**src/rtl/fbc_pkg.sv**
```systemverilog
// Shared constants, types and helpers for the FIFO block cache.
package fbc_pkg;

    // Default sizing
    localparam int MAX_SLOTS_DEF   = 64;
    localparam int BLOCK_WORDS_DEF = 32;

    // Field widths fixed by the interface
    localparam int DISK_W  = 4;
    localparam int BLOCK_W = 8;
    localparam int INDEX_W = 5;
    localparam int WORD_W  = 64;
    localparam int CFG_W   = 7;

    // Operation codes
    localparam logic [1:0] OP_LOOKUP = 2'd0;
    localparam logic [1:0] OP_INSERT = 2'd1;
    localparam logic [1:0] OP_UPDATE = 2'd2;

    // Result status codes
    localparam logic [1:0] ST_OK   = 2'd0;
    localparam logic [1:0] ST_MISS = 2'd1;
    localparam logic [1:0] ST_DUP  = 2'd2;
    localparam logic [1:0] ST_OFF  = 2'd3;

    // Configuration register indexes
    localparam logic CFG_SLOTS  = 1'b0;
    localparam logic CFG_ENABLE = 1'b1;

    localparam logic [CFG_W-1:0] SLOTS_RESET = 7'd64;

    // Controller states
    typedef enum logic [1:0] {
        S_IDLE,
        S_SCAN,
        S_STREAM,
        S_RESP
    } state_t;

    // One tag memory entry
    typedef struct packed {
        logic               valid;
        logic [DISK_W-1:0]  disk;
        logic [BLOCK_W-1:0] block;
    } tag_ent_t;

    // Controller to tag store
    typedef struct packed {
        logic               clear;
        logic               start;
        logic               wr_en;
        logic [DISK_W-1:0]  disk;
        logic [BLOCK_W-1:0] block;
    } scan_ctl_t;

    // Tag store to controller
    typedef struct packed {
        logic busy;
        logic done;
        logic hit;
    } scan_rsp_t;

    // Slot count actually used: clamped to 2..max_slots
    function automatic int clamp_slots(input logic [CFG_W-1:0] v, input int max_slots);
        int r;
        r = int'(v);
        if (r < 2) begin
            r = 2;
        end
        if (r > max_slots) begin
            r = max_slots;
        end
        return r;
    endfunction

endpackage

```
**src/rtl/fbc_tag_scan.sv**
```systemverilog
// Tag memory with clearing pass and sequential tag search engine.
module fbc_tag_scan #(
    parameter int MAX_SLOTS = fbc_pkg::MAX_SLOTS_DEF,
    localparam int SW = $clog2(MAX_SLOTS),
    localparam int CW = $clog2(MAX_SLOTS + 1)
) (
    input  logic              aclk,
    input  logic              aresetn,
    input  fbc_pkg::scan_ctl_t ctl,
    input  logic [SW-1:0]     wr_slot,
    input  logic [CW-1:0]     n_slots,
    output fbc_pkg::scan_rsp_t rsp,
    output logic [SW-1:0]     hit_slot
);

    fbc_pkg::tag_ent_t tag_mem [MAX_SLOTS];
    fbc_pkg::tag_ent_t rd_q_reg;

    logic          clr_act_reg;
    logic [SW-1:0] clr_cnt_reg;
    logic          scan_act_reg;
    logic [CW-1:0] iss_cnt_reg;
    logic          cmp_vld_reg;
    logic [SW-1:0] cmp_slot_reg;

    logic              mem_we;
    logic [SW-1:0]     mem_waddr;
    fbc_pkg::tag_ent_t mem_wdata;
    logic              rd_en;
    logic [SW-1:0]     rd_addr;
    logic              match;
    logic              done;

    // Write port: clearing pass has priority over tag installs
    always_comb begin
        mem_we    = clr_act_reg | ctl.wr_en;
        mem_waddr = clr_act_reg ? clr_cnt_reg : wr_slot;
        if (clr_act_reg) begin
            mem_wdata = '0;
        end else begin
            mem_wdata.valid = 1'b1;
            mem_wdata.disk  = ctl.disk;
            mem_wdata.block = ctl.block;
        end
    end

    // Search: one slot read per cycle, compare in the cycle after the read
    assign rd_en   = scan_act_reg && (iss_cnt_reg < n_slots);
    assign rd_addr = iss_cnt_reg[SW-1:0];
    assign match   = cmp_vld_reg && rd_q_reg.valid &&
                     (rd_q_reg.disk == ctl.disk) && (rd_q_reg.block == ctl.block);
    assign done    = scan_act_reg && (match || (cmp_vld_reg && (iss_cnt_reg >= n_slots)));

    always_ff @(posedge aclk) begin
        if (mem_we) begin
            tag_mem[mem_waddr] <= mem_wdata;
        end
        if (rd_en) begin
            rd_q_reg <= tag_mem[rd_addr];
        end
    end

    // Clearing pass after reset and after each configuration write
    always_ff @(posedge aclk) begin
        if (!aresetn) begin
            clr_act_reg <= 1'b1;
            clr_cnt_reg <= '0;
        end else if (ctl.clear) begin
            clr_act_reg <= 1'b1;
            clr_cnt_reg <= '0;
        end else if (clr_act_reg) begin
            if (clr_cnt_reg == SW'(MAX_SLOTS - 1)) begin
                clr_act_reg <= 1'b0;
            end else begin
                clr_cnt_reg <= clr_cnt_reg + SW'(1);
            end
        end
    end

    // Scan control
    always_ff @(posedge aclk) begin
        if (!aresetn) begin
            scan_act_reg <= 1'b0;
            iss_cnt_reg  <= '0;
            cmp_vld_reg  <= 1'b0;
        end else if (ctl.clear) begin
            scan_act_reg <= 1'b0;
            cmp_vld_reg  <= 1'b0;
        end else if (ctl.start) begin
            scan_act_reg <= 1'b1;
            iss_cnt_reg  <= '0;
            cmp_vld_reg  <= 1'b0;
        end else if (scan_act_reg) begin
            if (rd_en) begin
                iss_cnt_reg <= iss_cnt_reg + CW'(1);
            end
            cmp_vld_reg <= rd_en;
            if (done) begin
                scan_act_reg <= 1'b0;
            end
        end
    end

    always_ff @(posedge aclk) begin
        if (rd_en) begin
            cmp_slot_reg <= rd_addr;
        end
    end

    assign rsp.busy = clr_act_reg;
    assign rsp.done = done;
    assign rsp.hit  = match;
    assign hit_slot = cmp_slot_reg;

endmodule
```
**config.mk**
```make
export PLATFORM = sky130hd
export DESIGN_NAME = fbc_tag_scan
export DESIGN_NICKNAME = d
export VERILOG_FILES = /design/src/rtl/fbc_pkg.sv /design/src/rtl/fbc_tag_scan.sv
export SDC_FILE = /design/constraint.sdc
export NUM_CORES = 1
export LEC_CHECK = 0
export ABC_CLOCK_PERIOD_IN_PS = 3800
export BUFFER_PORTS_ARGS = -buffer_cell sky130_fd_sc_hd__buf_2
export CORE_ASPECT_RATIO = 1.75
export CORE_MARGIN = 3
export CORE_UTILIZATION = 63
export DETAILED_ROUTE_END_ITERATION = 10
export PLACE_DENSITY = 0.85
export SYNTH_ARGS = -nofsm -noshare
export SYNTH_HDL_FRONTEND = slang
export SYNTH_SLANG_ARGS = --single-unit
```
**constraint.sdc**
```tcl
create_clock -name aclk -period 3.8 [get_ports aclk]
set_clock_uncertainty 0.15 [all_clocks]
set_input_delay 0.38 -clock aclk [delete_from_list [all_inputs] [get_ports aclk]]
set_output_delay 0.38 -clock aclk [all_outputs]
set_load 0.05 [all_outputs]
```
==> results.py <==
metrics = {
    "clocking": {
        "cts_resized": 0,
        "cts.root.buffer_cell": "clkbuf_16",
        "clock_latency_ns": 0.64,
        "cts_tree": "yes",
        "clockBufferDepth": 3,
        "clkTransAtPathRegs_ns": 0.07,
        "post_cts.repair.setup_buffers": 0,
        "clock_sinks": 867,
        "cts_buffers": 73,
        "htree_levels": 3,
    },
    "sta": {
        "finalCritPeriodShare": 0.931,
        "rsz0062_at_grt": "false",
        "worst_slack_ns": 0.261,
        "setup_tns_ns": 0,
        "slew_violations": 0,
        "finalHoldViolations": 0,
        "whs_ns": 0.182,
        "period_needed_ns": 3.54,
        "max_freq_mhz": 283,
        "worstMarginPinSlew_ns": 1.17,
        "maxSlewHeadroom": 0.221,
        "setup_viol": 0,
    },
    "worst_setup_path": {
        "slowest_stage": "dfxtp_4",
        "critPathKind": "reg -> out",
        "critPathRequiredTime_ns": 3.27,
        "r2r_slack_ns": 0.37,
        "crit_path_max_incr_delay_ns": 0.53,
        "worst_setup_path_end_kind": "primary output",
        "crit_path_cell_trace": "buf_4 -> inv_1 -> ha_1 -> and3_1 -> o311ai_0 -> and3b_1 -> nor2b_1 -> buf_2",
        "crit_cells": 8,
        "path_delay_family": "buffers and inverters",
        "worstPathMaxFanout": 22,
        "crit_buf_inv": 3,
        "arrival_ns": 3.01,
        "startpoint_type": "register",
        "rr_worst_depth": 6,
    },
    "routing": {
        "drc": 0,
        "num_vias": 18100,
        "wl_per_cell_microns": 35.1,
        "via_per_inst": 7.18,
        "dr.pass1.iters": 7,
        "drt-total-wl_microns": 88800,
        "ant_nets": 0,
        "drt_iter0_markers": 2823,
    },
    "grt": {
        "track_usage": 0.317,
        "grt.overflow.total": 0,
        "grt_pass1_vias": 18400,
        "antenna_found_initial": 0,
        "grt_pass1_wl_microns": 129000,
        "grt_max_degree": 52,
    },
    "cells_and_area": {
        "diodes": 0,
        "num-fill-cells": 2905,
        "final_cells": 2528,
        "drive_above_1_share": 0.271,
        "final_common_cell": "edfxtp_1",
        "synthToLayoutAreaGrowth_pct": 12.4,
        "final_cell_mix": "851 x edfxtp_1, 207 x mux4_2, 123 x buf_4",
        "largest_reg_flops": 832,
        "finalInstanceArea_sq_um": 38100,
        "fin_nets": 1831,
    },
    "synth": {
        "synth_top_cell_area_share": 0.755,
        "synth_area_sq_um": 33900,
        "ys_warn_count": 0,
        "synth-seq-cells": 867,
        "synthArstFlopShare": 0,
        "syn-instance-count": 1636,
        "ys_seq_area_frac": 0.764,
        "synthFlopType": "edfxtp_1",
        "syn_nets": 1675,
        "ys_top_cells_by_area": "edfxtp_1 75%, mux4_2 14%, dfxtp_1 0.95%",
        "synth_edf_count": 851,
        "yosys.area.top_type": "edfxtp_1",
        "avgSynthCellArea_sq_um": 20.7,
        "ys_types": 51,
    },
    "power": {
        "peakVddDrop_uv": 416,
        "power_density_nw_per_um2": 483,
        "p_leak_nw": 12.1,
    },
    "min_path": {
        "hold_path_class": "in -> reg",
        "min_delay_path_depth": 2,
    },
    "outcome": {
        "outcome": "finished, final reports clean",
    },
    "place": {
        "hpwl_microns": 54800,
        "place_area_sq_um": 35600,
        "place_inst": 2391,
        "gp_congestion": 1.02,
        "port_buffers": 38,
        "place_ws_ns": 0.633,
    },
    "floorplanning": {
        "initial_core_util": 0.642,
        "die_h_microns": 313,
        "core_area_sq_um": 52800,
        "ios": 39,
        "dieArea_sq_um": 56700,
        "die_w_microns": 181,
        "rows": 111,
    },
    "flow_run": {
        "maxCapViolCount": 0,
    },
}
## layout make-up
type | instances | area [sq um] | area share
Clock buffer | 87 | 1880 | 0.0494
Inverter | 16 | 60.1 | 0.00158
Multi-Input combinational cell | 660 | 7520 | 0.198
Clock inverter | 46 | 547 | 0.0144
Tap cell | 678 | 848 | 0.0223
Sequential cell | 867 | 25900 | 0.680
Timing Repair Buffer | 174 | 1330 | 0.0350
## logic make-up after synthesis
group | count (synthesis) | share of synthesized area
XOR/XNOR | 15 | 0.00388
flip-flops | 867 | 0.764
adder cells (fa/ha/maj) | 9 | 0.00333
AO/OA/AOI/OAI | 170 | 0.0354
AND/OR/NAND/NOR | 242 | 0.0337
multiplexers | 224 | 0.143
buffers and inverters | 109 | 0.0166
## worst reg2reg max path, cell delays in order, from the launching register on
cell and delay [ns]:
dfxtp_2 0.69, inv_2 0.12, buf_4 0.25, o21ai_0 0.49, nand2_1 0.67, nor2_1 0.49, buf_4 0.28
## per-layer routing
layer | share of wire | global-route usage
met5 | 0 | 0
met3 | 0.097 | 0.0597
met2 | 0.50 | 0.513
met1 | 0.32 | 0.397
met4 | 0.084 | 0.210
## metrics by stage
stage               utilization  power [mW]
CTS                       0.721        18.4
global route              0.721        18.8
floorplan                     -        10.8
detailed placement        0.675        10.9
finish                    0.721        18.4
global placement          0.675        10.9
## power by group
part	switching (mW)	internal, mW	total (mW)
sequential	0.0194	10.4	10.4
clock	3.42	4.21	7.63
combinational	0.194	0.160	0.354
## Yosys cell counts, drive strengths merged (5+ instances only)
cell type,n
ha,9
a32o,5
o22ai,29
a21oi,17
edfxtp,851
and3,5
buf,43
mux4,208
a22o,12
nor2,84
a22oi,13
nand2,51
nand3,22
xnor2,14
dfxtp,16
nand4,8
nand2b,7
a311o,6
nor3,19
inv,16
nor2b,29
clkbuf,50
a211oi,11
o221ai,24
a31oi,17
o21ai,23
mux2i,15
## repair_timing
action                                  4_1_cts  5_1_grt
endpoints found under the setup margin        0        0
hold buffers                                  4        0
endpoints found under the hold margin         6        0
## worst paths after layout
check | end | from
worst min-delay path | tag_mem[53][3] | ctl[3]
worst max register to register | tag_mem[42][0] | clr_act_reg
worst max-delay path | rsp[1] | iss_cnt_reg[0]
worst min register to register | clr_cnt_reg[3] | clr_cnt_reg[3]
No activity file was read; power rests on OpenSTA's default activity.
